### config.mk
export PLATFORM = sky130hd
export DESIGN_NAME = chunked_body_decoder
export DESIGN_NICKNAME = d
export VERILOG_FILES = /design/src/sv/cbd_pkg.sv /design/src/sv/cbd_front.sv /design/src/sv/cbd_back.sv /design/src/sv/cbd_outq.sv /design/src/sv/chunked_body_decoder.sv
export SDC_FILE = /design/constraint.sdc
export NUM_CORES = 1
export LEC_CHECK = 0
export ABC_AREA = 0
export BUFFER_PORTS_ARGS = -buffer_cell sky130_fd_sc_hd__buf_2
export CAP_MARGIN = 30
export CORE_AREA = 2 2 203 205
export CTS_CLUSTER_SIZE = 25
export DETAILED_ROUTE_END_ITERATION = 7
export DIE_AREA = 0 0 205 207
export SLEW_MARGIN = 10
export SYNTH_ARGS = -nofsm -noshare
export SYNTH_HDL_FRONTEND = slang
export SYNTH_HIERARCHICAL = 1
export SYNTH_SLANG_ARGS = --single-unit
### constraint.sdc
create_clock -name clk -period 9.65 [get_ports clk]
set_input_delay 0.4825 -clock clk [delete_from_list [all_inputs] [get_ports clk]]
set_output_delay 0.4825 -clock clk [all_outputs]
set_load 0.005 [all_outputs]
### src/sv/cbd_pkg.sv
`timescale 1ns / 1ps

package cbd_pkg;

  // default widths of the body length limit and of the consumed byte counter
  localparam int unsigned LIMIT_BITS_DEF = 24;
  localparam int unsigned COUNT_BITS_DEF = 32;

  // reset value of the body length limit
  localparam logic [63:0] MAX_BODY_RESET = 64'd1048576;

  // queue depths between the stages
  localparam int unsigned FRONT_DEPTH = 4;
  localparam int unsigned OUTQ_DEPTH  = 2;

  // characters the parser looks for
  localparam logic [7:0] CH_CR    = 8'h0D;
  localparam logic [7:0] CH_LF    = 8'h0A;
  localparam logic [7:0] CH_SEMI  = 8'h3B;
  localparam logic [7:0] CH_SPACE = 8'h20;
  localparam logic [7:0] CH_TAB   = 8'h09;
  localparam logic [7:0] CH_0     = 8'h30;
  localparam logic [7:0] CH_9     = 8'h39;
  localparam logic [7:0] CH_LA    = 8'h61;
  localparam logic [7:0] CH_LF_HEX = 8'h66;
  localparam logic [7:0] CH_UA    = 8'h41;
  localparam logic [7:0] CH_UF    = 8'h46;

  // result kinds
  typedef enum logic [1:0] {
    KIND_PAYLOAD = 2'd0,
    KIND_DONE    = 2'd1,
    KIND_INVALID = 2'd2
  } kind_t;

  // one classified input byte
  typedef struct packed {
    logic [7:0] data;
    logic       start;
    logic       is_cr;
    logic       is_lf;
    logic       is_semi;
    logic       is_blank;
    logic       is_hex;
    logic [3:0] hex_val;
  } item_t;

  // sort a raw byte into the classes the size line parser needs
  function automatic item_t classify(input logic [7:0] c, input logic start);
    item_t r;
    logic [7:0] off;
    r.data     = c;
    r.start    = start;
    r.is_cr    = (c == CH_CR);
    r.is_lf    = (c == CH_LF);
    r.is_semi  = (c == CH_SEMI);
    r.is_blank = (c == CH_SPACE) || (c == CH_TAB);
    r.is_hex   = 1'b0;
    r.hex_val  = 4'd0;
    if (c >= CH_0 && c <= CH_9) begin
      off       = c - CH_0;
      r.is_hex  = 1'b1;
      r.hex_val = off[3:0];
    end else if (c >= CH_LA && c <= CH_LF_HEX) begin
      off       = c - CH_LA + 8'd10;
      r.is_hex  = 1'b1;
      r.hex_val = off[3:0];
    end else if (c >= CH_UA && c <= CH_UF) begin
      off       = c - CH_UA + 8'd10;
      r.is_hex  = 1'b1;
      r.hex_val = off[3:0];
    end
    return r;
  endfunction

endpackage

### src/sv/cbd_front.sv
`timescale 1ns / 1ps

module cbd_front (
  input  logic           clk,
  input  logic           rst,
  input  logic           push,
  input  logic [7:0]     byte_in,
  input  logic           start_req,
  output logic           full,
  output logic           item_valid,
  output cbd_pkg::item_t item,
  input  logic           item_take
);

  localparam int unsigned DEPTH = cbd_pkg::FRONT_DEPTH;
  localparam int unsigned PTR_W = (DEPTH > 1) ? $clog2(DEPTH) : 1;
  localparam int unsigned CNT_W = $clog2(DEPTH + 1);

  cbd_pkg::item_t store [DEPTH];
  logic [PTR_W-1:0] wr_ptr;
  logic [PTR_W-1:0] rd_ptr;
  logic [CNT_W-1:0] count;
  logic             wr_en;
  logic             rd_en;

  // handshake on both sides of the queue
  assign full       = (count == CNT_W'(DEPTH));
  assign item_valid = (count != '0);
  assign wr_en      = push && !full;
  assign rd_en      = item_take && item_valid;
  assign item       = store[rd_ptr];

  // classify on entry and store the beat
  always_ff @(posedge clk) begin
    if (wr_en) begin
      store[wr_ptr] <= cbd_pkg::classify(byte_in, start_req);
    end
  end

  // pointers and fill count
  always_ff @(posedge clk) begin
    if (rst) begin
      wr_ptr <= '0;
      rd_ptr <= '0;
      count  <= '0;
    end else begin
      if (wr_en) begin
        wr_ptr <= (wr_ptr == PTR_W'(DEPTH - 1)) ? '0 : wr_ptr + 1'b1;
      end
      if (rd_en) begin
        rd_ptr <= (rd_ptr == PTR_W'(DEPTH - 1)) ? '0 : rd_ptr + 1'b1;
      end
      if (wr_en && !rd_en) begin
        count <= count + 1'b1;
      end else if (rd_en && !wr_en) begin
        count <= count - 1'b1;
      end
    end
  end

endmodule

### src/sv/cbd_back.sv
`timescale 1ns / 1ps

module cbd_back #(
  parameter int unsigned LIMIT_BITS = cbd_pkg::LIMIT_BITS_DEF,
  parameter int unsigned COUNT_BITS = cbd_pkg::COUNT_BITS_DEF
) (
  input  logic                  clk,
  input  logic                  rst,
  input  logic                  cfg_we,
  input  logic [LIMIT_BITS-1:0] cfg_data,
  input  logic                  item_valid,
  input  cbd_pkg::item_t        item,
  output logic                  item_take,
  input  logic                  res_full,
  output logic                  res_push,
  output cbd_pkg::kind_t        res_kind,
  output logic [7:0]            res_payload,
  output logic [COUNT_BITS-1:0] res_consumed,
  output logic [LIMIT_BITS-1:0] res_body_len
);

  localparam int unsigned SIZE_W = LIMIT_BITS + 1;

  typedef enum logic [2:0] {
    PH_IDLE,
    PH_SIZE,
    PH_SIZE_CR,
    PH_DATA,
    PH_DATA_CR,
    PH_DATA_LF,
    PH_TRAILER
  } phase_t;

  logic [LIMIT_BITS-1:0] max_bytes;
  phase_t                phase, phase_b, phase_next;
  logic [SIZE_W-1:0]     size, size_b, size_next;
  logic                  f_digit, f_digit_b, f_digit_next;
  logic                  f_trail, f_trail_b, f_trail_next;
  logic                  f_ext, f_ext_b, f_ext_next;
  logic                  f_bad, f_bad_b, f_bad_next;
  logic [LIMIT_BITS-1:0] total, total_b, total_next;
  logic [COUNT_BITS-1:0] count, count_b, count_next;
  logic [1:0]            tm, tm_b, tm_next;
  logic [LIMIT_BITS+1:0] sum;
  logic                  emit;
  logic                  want_lf;

  assign item_take = item_valid && !res_full;

  // start flag clears the parser before the byte is applied
  always_comb begin
    if (item.start) begin
      phase_b   = PH_SIZE;
      size_b    = '0;
      f_digit_b = 1'b0;
      f_trail_b = 1'b0;
      f_ext_b   = 1'b0;
      f_bad_b   = 1'b0;
      total_b   = '0;
      count_b   = '0;
      tm_b      = '0;
    end else begin
      phase_b   = phase;
      size_b    = size;
      f_digit_b = f_digit;
      f_trail_b = f_trail;
      f_ext_b   = f_ext;
      f_bad_b   = f_bad;
      total_b   = total;
      count_b   = count;
      tm_b      = tm;
    end
  end

  // limit check: running total plus announced size
  assign sum     = {2'b00, total_b} + {1'b0, size_b};
  assign want_lf = tm_b[0];

  // parser step for one byte
  always_comb begin
    phase_next   = phase_b;
    size_next    = size_b;
    f_digit_next = f_digit_b;
    f_trail_next = f_trail_b;
    f_ext_next   = f_ext_b;
    f_bad_next   = f_bad_b;
    total_next   = total_b;
    count_next   = count_b;
    tm_next      = tm_b;
    emit         = 1'b0;
    res_kind     = cbd_pkg::KIND_PAYLOAD;
    res_payload  = '0;
    res_consumed = '0;

    if (phase_b != PH_IDLE && count_b != '1) begin
      count_next = count_b + 1'b1;
    end

    case (phase_b)
      PH_SIZE: begin
        if (item.is_cr) begin
          phase_next = PH_SIZE_CR;
        end else if (!f_ext_b) begin
          if (item.is_semi) begin
            f_ext_next = 1'b1;
          end else if (item.is_blank) begin
            if (f_digit_b) f_trail_next = 1'b1;
          end else if (!item.is_hex || f_trail_b) begin
            f_bad_next = 1'b1;
          end else begin
            f_digit_next = 1'b1;
            if (|size_b[SIZE_W-1:SIZE_W-4]) begin
              size_next = '1;
            end else begin
              size_next = {size_b[SIZE_W-5:0], item.hex_val};
            end
          end
        end
      end
      PH_SIZE_CR: begin
        if (!item.is_lf) begin
          f_bad_next = 1'b1;
          if (!item.is_cr) phase_next = PH_SIZE;
        end else if (f_bad_b || !f_digit_b) begin
          emit     = 1'b1;
          res_kind = cbd_pkg::KIND_INVALID;
        end else if (size_b == '0) begin
          phase_next = PH_TRAILER;
          tm_next    = 2'd2;
        end else if (sum > {2'b00, max_bytes}) begin
          emit     = 1'b1;
          res_kind = cbd_pkg::KIND_INVALID;
        end else begin
          phase_next = PH_DATA;
        end
      end
      PH_DATA: begin
        size_next = size_b - 1'b1;
        if (total_b != '1) total_next = total_b + 1'b1;
        if (size_b == SIZE_W'(1)) phase_next = PH_DATA_CR;
        emit        = 1'b1;
        res_payload = item.data;
      end
      PH_DATA_CR: begin
        if (!item.is_cr) begin
          emit     = 1'b1;
          res_kind = cbd_pkg::KIND_INVALID;
        end else begin
          phase_next = PH_DATA_LF;
        end
      end
      PH_DATA_LF: begin
        if (!item.is_lf) begin
          emit     = 1'b1;
          res_kind = cbd_pkg::KIND_INVALID;
        end else begin
          phase_next   = PH_SIZE;
          size_next    = '0;
          f_digit_next = 1'b0;
          f_trail_next = 1'b0;
          f_ext_next   = 1'b0;
          f_bad_next   = 1'b0;
        end
      end
      PH_TRAILER: begin
        // track progress through CR LF CR LF
        if ((want_lf && item.is_lf) || (!want_lf && item.is_cr)) begin
          if (tm_b == 2'd3) begin
            emit         = 1'b1;
            res_kind     = cbd_pkg::KIND_DONE;
            res_consumed = count_next;
          end else begin
            tm_next = tm_b + 1'b1;
          end
        end else begin
          tm_next = item.is_cr ? 2'd1 : 2'd0;
        end
      end
      default: begin
        phase_next = PH_IDLE;
      end
    endcase

    if (emit && res_kind != cbd_pkg::KIND_PAYLOAD) begin
      phase_next = PH_IDLE;
    end
  end

  assign res_push     = item_take && emit;
  assign res_body_len = total_next;

  // parser state and limit register
  always_ff @(posedge clk) begin
    if (rst) begin
      max_bytes <= LIMIT_BITS'(cbd_pkg::MAX_BODY_RESET);
      phase     <= PH_IDLE;
      size      <= '0;
      f_digit   <= 1'b0;
      f_trail   <= 1'b0;
      f_ext     <= 1'b0;
      f_bad     <= 1'b0;
      total     <= '0;
      count     <= '0;
      tm        <= '0;
    end else begin
      if (cfg_we) begin
        max_bytes <= cfg_data;
      end
      if (item_take) begin
        phase   <= phase_next;
        size    <= size_next;
        f_digit <= f_digit_next;
        f_trail <= f_trail_next;
        f_ext   <= f_ext_next;
        f_bad   <= f_bad_next;
        total   <= total_next;
        count   <= count_next;
        tm      <= tm_next;
      end
    end
  end

endmodule

### src/sv/cbd_outq.sv
`timescale 1ns / 1ps

module cbd_outq #(
  parameter int unsigned LIMIT_BITS = cbd_pkg::LIMIT_BITS_DEF,
  parameter int unsigned COUNT_BITS = cbd_pkg::COUNT_BITS_DEF
) (
  input  logic                  clk,
  input  logic                  rst,
  input  logic                  res_push,
  input  cbd_pkg::kind_t        res_kind,
  input  logic [7:0]            res_payload,
  input  logic [COUNT_BITS-1:0] res_consumed,
  input  logic [LIMIT_BITS-1:0] res_body_len,
  output logic                  res_full,
  output logic                  empty,
  input  logic                  pop,
  output logic [1:0]            kind,
  output logic [7:0]            payload,
  output logic [COUNT_BITS-1:0] consumed_count,
  output logic [LIMIT_BITS-1:0] body_length
);

  localparam int unsigned DEPTH = cbd_pkg::OUTQ_DEPTH;
  localparam int unsigned PTR_W = (DEPTH > 1) ? $clog2(DEPTH) : 1;
  localparam int unsigned CNT_W = $clog2(DEPTH + 1);

  cbd_pkg::kind_t        q_kind [DEPTH];
  logic [7:0]            q_pay  [DEPTH];
  logic [COUNT_BITS-1:0] q_cons [DEPTH];
  logic [LIMIT_BITS-1:0] q_len  [DEPTH];
  logic [PTR_W-1:0]      wr_ptr;
  logic [PTR_W-1:0]      rd_ptr;
  logic [CNT_W-1:0]      count;
  logic                  rd_en;

  assign res_full       = (count == CNT_W'(DEPTH));
  assign empty          = (count == '0);
  assign rd_en          = pop && !empty;
  assign kind           = q_kind[rd_ptr];
  assign payload        = q_pay[rd_ptr];
  assign consumed_count = q_cons[rd_ptr];
  assign body_length    = q_len[rd_ptr];

  // result storage
  always_ff @(posedge clk) begin
    if (res_push) begin
      q_kind[wr_ptr] <= res_kind;
      q_pay[wr_ptr]  <= res_payload;
      q_cons[wr_ptr] <= res_consumed;
      q_len[wr_ptr]  <= res_body_len;
    end
  end

  // pointers and fill count
  always_ff @(posedge clk) begin
    if (rst) begin
      wr_ptr <= '0;
      rd_ptr <= '0;
      count  <= '0;
    end else begin
      if (res_push) begin
        wr_ptr <= (wr_ptr == PTR_W'(DEPTH - 1)) ? '0 : wr_ptr + 1'b1;
      end
      if (rd_en) begin
        rd_ptr <= (rd_ptr == PTR_W'(DEPTH - 1)) ? '0 : rd_ptr + 1'b1;
      end
      if (res_push && !rd_en) begin
        count <= count + 1'b1;
      end else if (rd_en && !res_push) begin
        count <= count - 1'b1;
      end
    end
  end

endmodule

### src/sv/chunked_body_decoder.sv
`timescale 1ns / 1ps

// Streaming decoder for an HTTP chunked transfer body, one encoded byte per beat.
// Input side is a queue: a beat (byte_in, start_req) is taken when push is high
// and full is low. start_req marks the first byte of a new body and clears the
// parser. Result side is a queue: while empty is low the oldest result sits on
// kind, payload, consumed_count and body_length; pop takes it. kind is a payload
// byte, body complete (consumed_count valid) or body invalid; after complete or
// invalid the decoder ignores bytes until the next start_req.
// A byte accepted into the input queue is parsed once it reaches the head and the
// result queue has room; its result is then registered there, where pop takes it.
// Throughput: one byte per cycle while the result queue has room; the parser
// state register closes the loop. A four-beat input queue and a two-beat result
// queue part the sides, so input keeps flowing while a result waits, and stops
// only when both fill up under a stalled receiver.
// The limit register is written over cfg_valid/cfg_ready (always ready); the user
// must write it only while the decoder is idle (not enforced). Reset empties both
// queues, idles the parser, sets the limit to 1048576; no clearing pass is needed.
module chunked_body_decoder #(
  parameter int unsigned LIMIT_BITS = cbd_pkg::LIMIT_BITS_DEF,
  parameter int unsigned COUNT_BITS = cbd_pkg::COUNT_BITS_DEF
) (
  input  logic                  clk,
  input  logic                  rst,
  input  logic                  push,
  output logic                  full,
  input  logic [7:0]            byte_in,
  input  logic                  start_req,
  output logic                  empty,
  input  logic                  pop,
  output logic [1:0]            kind,
  output logic [7:0]            payload,
  output logic [COUNT_BITS-1:0] consumed_count,
  output logic [LIMIT_BITS-1:0] body_length,
  input  logic                  cfg_valid,
  output logic                  cfg_ready,
  input  logic [LIMIT_BITS-1:0] cfg_data
);

  cbd_pkg::item_t        item;
  logic                  item_valid;
  logic                  item_take;
  logic                  res_full;
  logic                  res_push;
  cbd_pkg::kind_t        res_kind;
  logic [7:0]            res_payload;
  logic [COUNT_BITS-1:0] res_consumed;
  logic [LIMIT_BITS-1:0] res_body_len;

  assign cfg_ready = 1'b1;

  // byte classification and input queue
  cbd_front u_front (
    .clk        (clk),
    .rst        (rst),
    .push       (push),
    .byte_in    (byte_in),
    .start_req  (start_req),
    .full       (full),
    .item_valid (item_valid),
    .item       (item),
    .item_take  (item_take)
  );

  // chunk parser
  cbd_back #(
    .LIMIT_BITS (LIMIT_BITS),
    .COUNT_BITS (COUNT_BITS)
  ) u_back (
    .clk          (clk),
    .rst          (rst),
    .cfg_we       (cfg_valid && cfg_ready),
    .cfg_data     (cfg_data),
    .item_valid   (item_valid),
    .item         (item),
    .item_take    (item_take),
    .res_full     (res_full),
    .res_push     (res_push),
    .res_kind     (res_kind),
    .res_payload  (res_payload),
    .res_consumed (res_consumed),
    .res_body_len (res_body_len)
  );

  // result queue
  cbd_outq #(
    .LIMIT_BITS (LIMIT_BITS),
    .COUNT_BITS (COUNT_BITS)
  ) u_outq (
    .clk            (clk),
    .rst            (rst),
    .res_push       (res_push),
    .res_kind       (res_kind),
    .res_payload    (res_payload),
    .res_consumed   (res_consumed),
    .res_body_len   (res_body_len),
    .res_full       (res_full),
    .empty          (empty),
    .pop            (pop),
    .kind           (kind),
    .payload        (payload),
    .consumed_count (consumed_count),
    .body_length    (body_length)
  );

endmodule
; Word level (Yosys, flattened, before mapping)
; Memory sizes are Yosys's and may differ from the RTL's. A register that Yosys moved wholly into a read port is not among the register bits.
; Cells that the tools add are included.
[word_totals]
regBits = 125
ram_bits = 204
output_inout_bits = 69
elab_cells = 216
memories = 5
[op_classes]
add_sub_neg = 18
n_lt_le_gt_ge = 7
eq_ne = 19
mux = 113
n_reduce_logical = 38
[mem_list]
columns = name, depth, word_bits, read_ports, rd_clocked_by_memory_dff, write_ports, line
row1 = u_front.store, 4, 18, 1, 1, 1, cbd_front.sv:19  ; cbd_pkg::item_t store [DEPTH];
row2 = u_outq.q_cons, 2, 32, 1, 1, 1, cbd_outq.sv:29  ; logic [COUNT_BITS-1:0] q_cons [DEPTH];
row3 = u_outq.q_len, 2, 24, 1, 1, 1, cbd_outq.sv:30  ; logic [LIMIT_BITS-1:0] q_len [DEPTH];
row4 = u_outq.q_pay, 2, 8, 1, 1, 1, cbd_outq.sv:28  ; logic [7:0] q_pay [DEPTH];
row5 = u_outq.q_kind, 2, 2, 1, 1, 1, cbd_outq.sv:27  ; cbd_pkg::kind_t q_kind [DEPTH];
[ops]
columns = cell, n
row1 = $mux 25, 8
row2 = $mux 32, 5
row3 = $pmux 25 s3, 1
row4 = $mux 24, 3
row5 = $mux 1, 51
row6 = $mux 3, 13
row7 = $mux 2, 19
row8 = $add 32x1->32 const B, 1
row9 = $ne 32x32->1 const B, 1
row10 = $add 24x25->26, 1
row11 = $gt 26x24->1, 1
row12 = $eq 25x1->1 const B, 1
row13 = $logic_not 25->1, 1
row14 = $sub 25x1->25 const B, 1
row15 = $add 24x1->24 const B, 1
row16 = $eq 8x4->1 const B, 3
row17 = $ne 24x24->1 const B, 1
row18 = $mux 5, 4
row19 = $pmux 3 s6, 1
row20 = $eq 8x6->1 const B, 2
row21 = $ge 8x7->1 const B, 2
row22 = $le 8x7->1 const B, 2
row23 = $logic_and 1x1->1, 16
row24 = $eq 3x3->1 const B, 4
row25 = 24 further kinds, 52

; Depth between registers and ports, before layout
; Gate-level depths: netlist of run 1.
[depth]
depth_word = 13
ltp_mapped = 35
ltp_nobuf = 27

; Modules after synthesis
; The synthesis of run 1 kept the hierarchy.
[modules_own_cells]
columns = mod, instances, cells_each, area_per_inst_um2, seq_area_each_um2
row1 = cbd_back, 1, 1368, 9645.5, 2282.2
row2 = cbd_outq, 1, 227, 4978.5, 4063.9
row3 = cbd_front, 1, 172, 3299.4, 2342.2
row4 = chunked_body_decoder, 1, 2, 11.3, 0.0

; Worst setup path after synthesis of run 1
; No wires, ideal clock.
[synth_timing]
path_kind = register to register
start = register (tool-made name)
end = memory u_outq/q_cons[0][0] (netlist bit) (enable)
setup_ns = 0.498
arrival_ns = 9.448
required_ns = 9.152
setup_slack_ns = -0.296
stages_incl_launch_ff = 32
path_cell_list = dfxtp_1 -> buf_2 -> buf_2 -> mux4_2 -> buf_6 -> clkbuf_8 -> buf_4 -> buf_2 -> buf_2 -> buf_2 -> clkbuf_1 -> nor2b_1 -> fa_1 -> o21ai_0 -> a311oi_1 -> a32oi_1 -> o221a_2 -> o31ai_4 -> a31oi_1 -> o21ai_0 -> a21oi_1 -> xnor2_1 -> ha_1 -> nand4_1 -> or2_2 -> nand2_1 -> o21ai_0 -> a31o_2 -> nand3b_1 -> o311ai_0 -> a21oi_1 -> nor2b_1
[synth_rtl]
columns = element, line
row1 = "end, declared", cbd_outq.sv:29

==> run_results.csv, run 1 <==
group,metric,value,unit
power_and_ir_drop,ir_drop,0.000132,V
route,totalWireLength,44400,um
worst_setup_path,ff2ff_setup_slack,1.79,ns
worst_setup_path,critPathKind,"reg -> reg",
clocking,cts-root-buf,"clkbuf_16",
global_route,use_met2,0.318,
route,ant_nets,0,
worst_setup_path,cp.arrival,8.03,ns
logic_synthesis,ys.flop_type,"edfxtp_1",
clocking,clock-sinks,332,
sta,setup_viol,0,
logic_synthesis,synth-edff-count,204,
sta,max_slew_margin,0.368,
global_route,use_met3,0.0352,
power_and_ir_drop,power_density,241,nW/um^2
clocking,cts_buffers,37,
worst_setup_path,worst_ep_required_time,9.82,ns
cells_and_area,diodes,0,
clocking,htree_levels,2,
sta,period_share,0.814,
logic_synthesis,synth.avg_cell_area,10.1,sq um
route,via_per_inst,5.72,
cells_and_area,layout.nets,1921,
sta,fmax,0.127,GHz
route,vias,13600,
placed_design,gp_congestion,0.933,
clocking,cts_tree,"built",
clocking,cts_resized,0,
outcome,status,"finished, final reports clean",
floorplanning,ioPinCount,107,
global_route,grtUsageMet1,0.300,
clocking,clk_path_buf_depth,3,
sta,period_needed,7.86,ns
global_route,grt_max_degree,80,
global_route,grt_pass1_wl,71100,um
logic_synthesis,yosysUniqueCellTypes,95,
floorplanning,die_y,207,um
placed_design,io_buffers,105,
clocking,ctsHoldBuffers,0,
route,wire_per_inst,18.6,um
route,drc,0,
clocking,clock_latency,0.54,ns
floorplanning,die-area,42400,sq um
route,drtIter0Drc,1097,
logic_synthesis,yosysSeqAreaShare,0.484,
cells_and_area,syn2layout_area_growth,12.2,%
flow_run,maxCapViolations,0,
sta,hold_viol_final,0,
placed_design,dp_hpwl,29600,um
worst_hold_path,worstHoldEndpoint,"u_back/max_bytes[20]",
worst_hold_path,min-delay-start,"cfg_data[20]",
floorplanning,die_w,205,um
sta,rsz0062_at_grt,"false",
worst_hold_path,hp-class,"in -> reg",
cells_and_area,fillCellCount,3757,
logic_synthesis,synth_top_area_frac,0.342,
logic_synthesis,synth_top_area_cell,"edfxtp_1",
global_route,grt_usage,0.208,
worst_setup_path,path_max_fanout,51,
sta,report.final.slew_viol_count,0,
power_and_ir_drop,p_leak,7.16,nW
clocking,cts.clk_slew.worst_paths,0.06,ns
worst_setup_path,r2r_end,"u_outq/q_len[1][6]",
logic_synthesis,syn_area,17900,sq um
cells_and_area,fin_area,20100,sq um
worst_hold_path,hold_path_depth,3,
logic_synthesis,synth.area.top_cells,"edfxtp_1 34%, dfxtp_1 14%, nor2_1 4.4%",
floorplanning,row_count,74,
sta,setup_tns,0,ns
logic_synthesis,ys_warn_count,6,
worst_setup_path,crit_path_start_kind,"flop",
sta,finClkSkew,0.0246,ns
logic_synthesis,ys_async_sr_fraction,0,
logic_synthesis,syn-num-nets,1866,
floorplanning,start_util,0.444,
sta,tightest_slew,0.948,ns
worst_setup_path,ff2ff_path_depth,25,
placed_design,placed_area,18800,sq um
global_route,grt-ovfl-total,0,
cells_and_area,drive_gt1_frac,0.167,
global_route,gr-max-usage-layer,"met2",
global_route,antenna_found_initial,2,
floorplanning,coreArea,40400,sq um
worst_setup_path,endpoint_kind,"flop",
clocking,post_cts_buffers,0,
logic_synthesis,synth_seq_cells,332,
logic_synthesis,syn_inst,1769,
route,first_pass_iters,5,
global_route,grt_pass1_vias,12800,
-- cell type report --
type,instances,area [sq um],share of cell area
inverter,49,184,0.00914
clock inverter,20,287,0.0142
tap,532,666,0.0331
sequential,332,8690,0.432
timing repair buffer,125,709,0.0353
multi-input combinational,1279,8570,0.426
clock buffer,47,1010,0.0504
-- flip-flops by register name, summed over array words and instances, names as in the netlist, named ones only --
register,flops
u_front/store,72
u_back/max_bytes,24
u_back/size,25
u_front/rd_ptr,2
u_outq/q_pay,16
u_back/total,24
u_back/count,32
u_back/f_bad,1
u_outq/q_kind,4
u_back/tm,2
u_front/wr_ptr,2
u_back/f_trail,1
u_outq/count,2
u_outq/wr_ptr,1
u_back/phase,3
u_front/count,3
u_back/f_ext,1
u_outq/q_len,48
u_back/f_digit,1
u_outq/q_cons,64
u_outq/rd_ptr,1
-- report_power, final --
part           leakage, nW  switching [W]  internal, W  total, W
Clock                0.628       0.000586     0.000914   0.00150
Combinational         3.66        0.00104     0.000561   0.00160
Sequential            2.87       0.000124      0.00162   0.00174
Total                 7.16        0.00175      0.00309   0.00484
-- cells in the final DEF (no fill, tap or decap), types with 29 or more instances in the layout --
cell type	count
nor2_1	212
nor2b_1	50
mux2_2	66
edfxtp_1	204
nor3_1	43
nand2_1	134
xnor2_1	54
xor2_1	44
clkbuf_16	38
dfxtp_1	127
buf_2	104
inv_1	47
o21ai_0	132
ha_1	57
mux2i_1	29
a21oi_1	109
-- per-layer routing --
metal / vias to the layer above / wire, um
met5: - / 0
met4: 0 / 1200
met3: 86 / 2860
met2: 444 / 19900
met1: 6546 / 20400
li1: 6556 / -
-- worst max-delay path by stage --
stage / slack (ns) / end
6_report: 1.79 / u_outq/q_len[1][6]
5_1_grt: 1.16 / u_outq/q_len[1][6]
4_1_cts: 1.84 / u_outq/q_len[1][6]
3_5_place_dp: 1.88 / u_outq/q_len[1][4]
3_3_place_gp: 2.07 / u_outq/q_len[1][7]
2_1_floorplan: 0.96 / u_outq/q_cons[0][0]
-- per-stage QoR --
stage	utilization	cells	hold WS, ns	worst slack (ns)	power (W)
3_5_place_dp	0.465	2314	0.482	1.88	0.00333
6_report	0.498	2384	0.179	1.79	0.00484
5_1_grt	0.498	2384	0.180	1.16	0.00511
2_1_floorplan	-	1769	0.456	0.959	0.00293
3_3_place_gp	0.465	2313	0.474	2.07	0.00331
4_1_cts	0.497	2381	0.159	1.84	0.00485
-- Yosys cell counts, types with 18 or more instances --
master	count
dfxtp_1	128
mux2_2	66
a21oi_1	109
edfxtp_1	204
mux4_2	18
clkbuf_1	70
xnor2_1	54
mux2i_1	29
nand3_1	27
nand4_1	23
inv_1	47
ha_1	57
xor2_1	44
nand2_1	134
or3_1	24
nor2_1	212
o21ai_0	132
nor2b_1	51
nor3_1	43
buf_2	20
a22oi_1	22
-- cell families after synthesis --
group                    after synthesis  synth area share
AND/OR/NAND/NOR                      620             0.172
AO/OA/AOI/OAI                        384             0.132
flip-flops                           332             0.484
buffers and inverters                158            0.0386
multiplexers                         113            0.0802
XOR/XNOR                              98            0.0479
adder cells (fa/ha/maj)               63            0.0442
other                                  1          0.000209
-- worst max-delay path, cell delays in order (launching register included) --
cell and delay, ns:
dfxtp_1 0.31, buf_4 0.27, mux4_4 0.80, nor2b_1 0.44, ha_1 0.25, fa_1 0.23
o21ai_0 0.09, a311oi_1 0.51, a32oi_1 0.22, o221a_2 0.37, o31ai_4 0.34, a31oi_1 0.18
o21ai_0 0.17, a21oi_1 0.10, xnor2_1 0.14, ha_1 0.30, nand4_1 0.07, or2_2 0.28
nand2_1 0.06, o21ai_0 0.07, a31o_2 0.23, nand3b_1 0.21, o311ai_0 0.18, a21oi_1 0.38
and2_2 0.52, buf_4 0.63
Note: power is estimated with default switching activity, not from simulation.
==> run 2, diff against run 1 <==
- clock period: 9.65 -> 7.6 ns (I/O delays scaled with it)
==> run 2 against run 1 <==
  * Register-to-register slack got worse by 1.2 ns
  * Final cell count barely moved
  * Routed wire length decreased by 1.9%
  * Critical path depth down 2
==> run_results.csv, run 2 (synthesized netlist as in run 1, its figures left out) <==
group,metric,value,unit
outcome,status,"finished, final reports clean",
power_and_ir_drop,combPwrFrac,0.341,
global_route,grt_max_degree,152,
worst_setup_path,crit_chain,"mux4_4 -> nor2b_1 -> ha_1 -> a21oi_1 -> o311ai_1 -> a32oi_1 -> o311a_1 -> or3_1 -> a311oi_2 -> a21boi_1 -> a21oi_2 -> xor2_1 -> ha_1 -> nand4_1 -> or2_2 -> nand2_1 -> o21ai_0 -> a31o_2 -> nand3b_1 -> o311ai_0 -> a21oi_1 -> and2_2 -> buf_12",
power_and_ir_drop,pwr-share-clk,0.288,
placed_design,gp_congestion,0.915,
clocking,cts-root-buf,"clkbuf_16",
cells_and_area,largest_register,"u_front/store",
power_and_ir_drop,p_leak,7.09,nW
route,wire_per_inst,18.3,um
floorplanning,die_y,207,um
power_and_ir_drop,p_sw_frac,0.367,
clocking,cts.clk_slew.worst_paths,0.05,ns
route,via_per_inst,5.71,
worst_setup_path,critical-path-max-stage-delay,0.84,ns
worst_setup_path,endpoint_kind,"flop",
flow_run,maxCapViolations,0,
clocking,cts_resized,0,
floorplanning,ioPinCount,107,
sta,setup_tns,0,ns
floorplanning,coreArea,40400,sq um
clocking,htree_levels,2,
route,ant_nets,0,
sta,rsz0062_at_grt,"false",
global_route,grt_usage,0.203,
cells_and_area,layout_common_cells,"212 x nor2_1, 204 x edfxtp_1, 134 x nand2_1, 132 x o21ai_0, 127 x dfxtp_1",
route,totalWireLength,43500,um
route,drtIter0Drc,1059,
sta,period_share,0.921,
cells_and_area,syn2layout_area_growth,11.6,%
placed_design,io_buffers,105,
clocking,clock_latency,0.53,ns
clocking,cts_buffers,36,
worst_setup_path,cp_top_family,"compound AO/OA/AOI/OAI gates",
cells_and_area,diodes,0,
worst_setup_path,cp_slowest_cell,"mux4_4",
power_and_ir_drop,ir_drop,0.000253,V
placed_design,dpl_worst_slack,0.626,ns
power_and_ir_drop,p_sw,0.00219,W
clocking,post_cts_buffers,0,
cells_and_area,drive_gt1_frac,0.165,
sta,finClkSkew,0.0268,ns
global_route,grt_pass1_vias,13100,
route,drc,0,
power_and_ir_drop,power_density,298,nW/um^2
cells_and_area,mostFrequentLayoutCell,"nor2_1",
sta,fmax,0.143,GHz
sta,tightest_slew,0.972,ns
clocking,ctsHoldBuffers,0,
worst_setup_path,crit_path_start_kind,"flop",
route,first_pass_iters,6,
sta,max_slew_margin,0.352,
sta,hold_viol_final,0,
global_route,grt-ovfl-total,0,
route,vias,13600,
sta,period_needed,7.00,ns
sta,report.final.slew_viol_count,0,
cells_and_area,layout.nets,1919,
worst_hold_path,hp-class,"in -> reg",
power_and_ir_drop,p_int,0.00377,W
power_and_ir_drop,sequentialPowerShare,0.371,
worst_setup_path,critPathKind,"reg -> reg",
global_route,grt_pass1_wl,70300,um
floorplanning,die_w,205,um
worst_setup_path,cp.arrival,7.19,ns
clocking,clk_path_buf_depth,3,
clocking,cts_tree,"built",
floorplanning,row_count,74,
floorplanning,die-area,42400,sq um
worst_setup_path,path_max_fanout,51,
cells_and_area,top_regs,"u_front/store: 72 flops, u_outq/q_cons: 64 flops, u_outq/q_len: 48 flops",
sta,setup_viol,0,
worst_setup_path,cp_num_buf_inv,1,
sta,fin_ws,0.599,ns
global_route,antenna_found_initial,2,
placed_design,dp_hpwl,29300,um
clocking,clock-sinks,332,
cells_and_area,largest_reg_flops,72,
floorplanning,start_util,0.444,
worst_setup_path,worst_ep_required_time,7.79,ns
==> run 2: cell count changes in the layout (fill, tap and decap cells not counted), sizes merged <==
| cell | before | now |
|---|---|---|
| bufinv | 6 | 1 |
| clkinv | 9 | 12 |
| clkinvlp | 3 | 2 |
| clkbuf | 47 | 49 |
| buf | 125 | 124 |
==> run 2: worst paths after layout <==
| kind | start | end | slack, ns | cells after the start |
|---|---|---|---|---|
| worst max-delay path | flop | u_outq/q_len[1][8] | 0.60 | 23 |
| worst min-delay path | start_req | u_front/store[2][9] | 0.08 | 1 |
| worst max register to register | flop | u_outq/q_len[1][8] | 0.60 | 23 |
| worst min register to register | u_back/max_bytes[19] | u_back/max_bytes[19] | 0.49 | 2 |
==> run 2: through the flow <==
step                hold WS, ns  power [W]   util  area (sq um)  std cells
detailed placement        0.484    0.00424  0.466         18800       2315
finish                   0.0800    0.00595  0.496         20000       2382
global route             0.0812    0.00632  0.496         20000       2382
CTS                      0.0577    0.00598  0.495         20000       2381
global placement          0.476    0.00422  0.466         18800       2314
floorplan                 0.449    0.00373      -         18000       1769
==> run 2: layout make-up <==
class                      instances  area (sq um)
fill                            3763         20400
sequential                       332          8690
multi-input combinational       1279          8580
clock buffer                      49          1030
timing repair buffer             124           723
tap                              532           666
inverter                          49           184
clock inverter                    17           135
==> run 2: layer usage <==
metal  share of wire  track usage  up-vias
met5               0            0        -
met4           0.027       0.0647        0
met3           0.059       0.0362       82
met2            0.45        0.322      385
met1            0.46        0.283     6597
li1                -            -     6542
==> run 2: power groups by stage <==
stage               Clock [W]  Combinational [W]  Sequential [W]
finish                0.00172            0.00203         0.00221
global route          0.00184            0.00225         0.00222
CTS                   0.00177            0.00201         0.00220
detailed placement          0            0.00200         0.00224
global placement            0            0.00198         0.00224
floorplan                   0            0.00158         0.00216
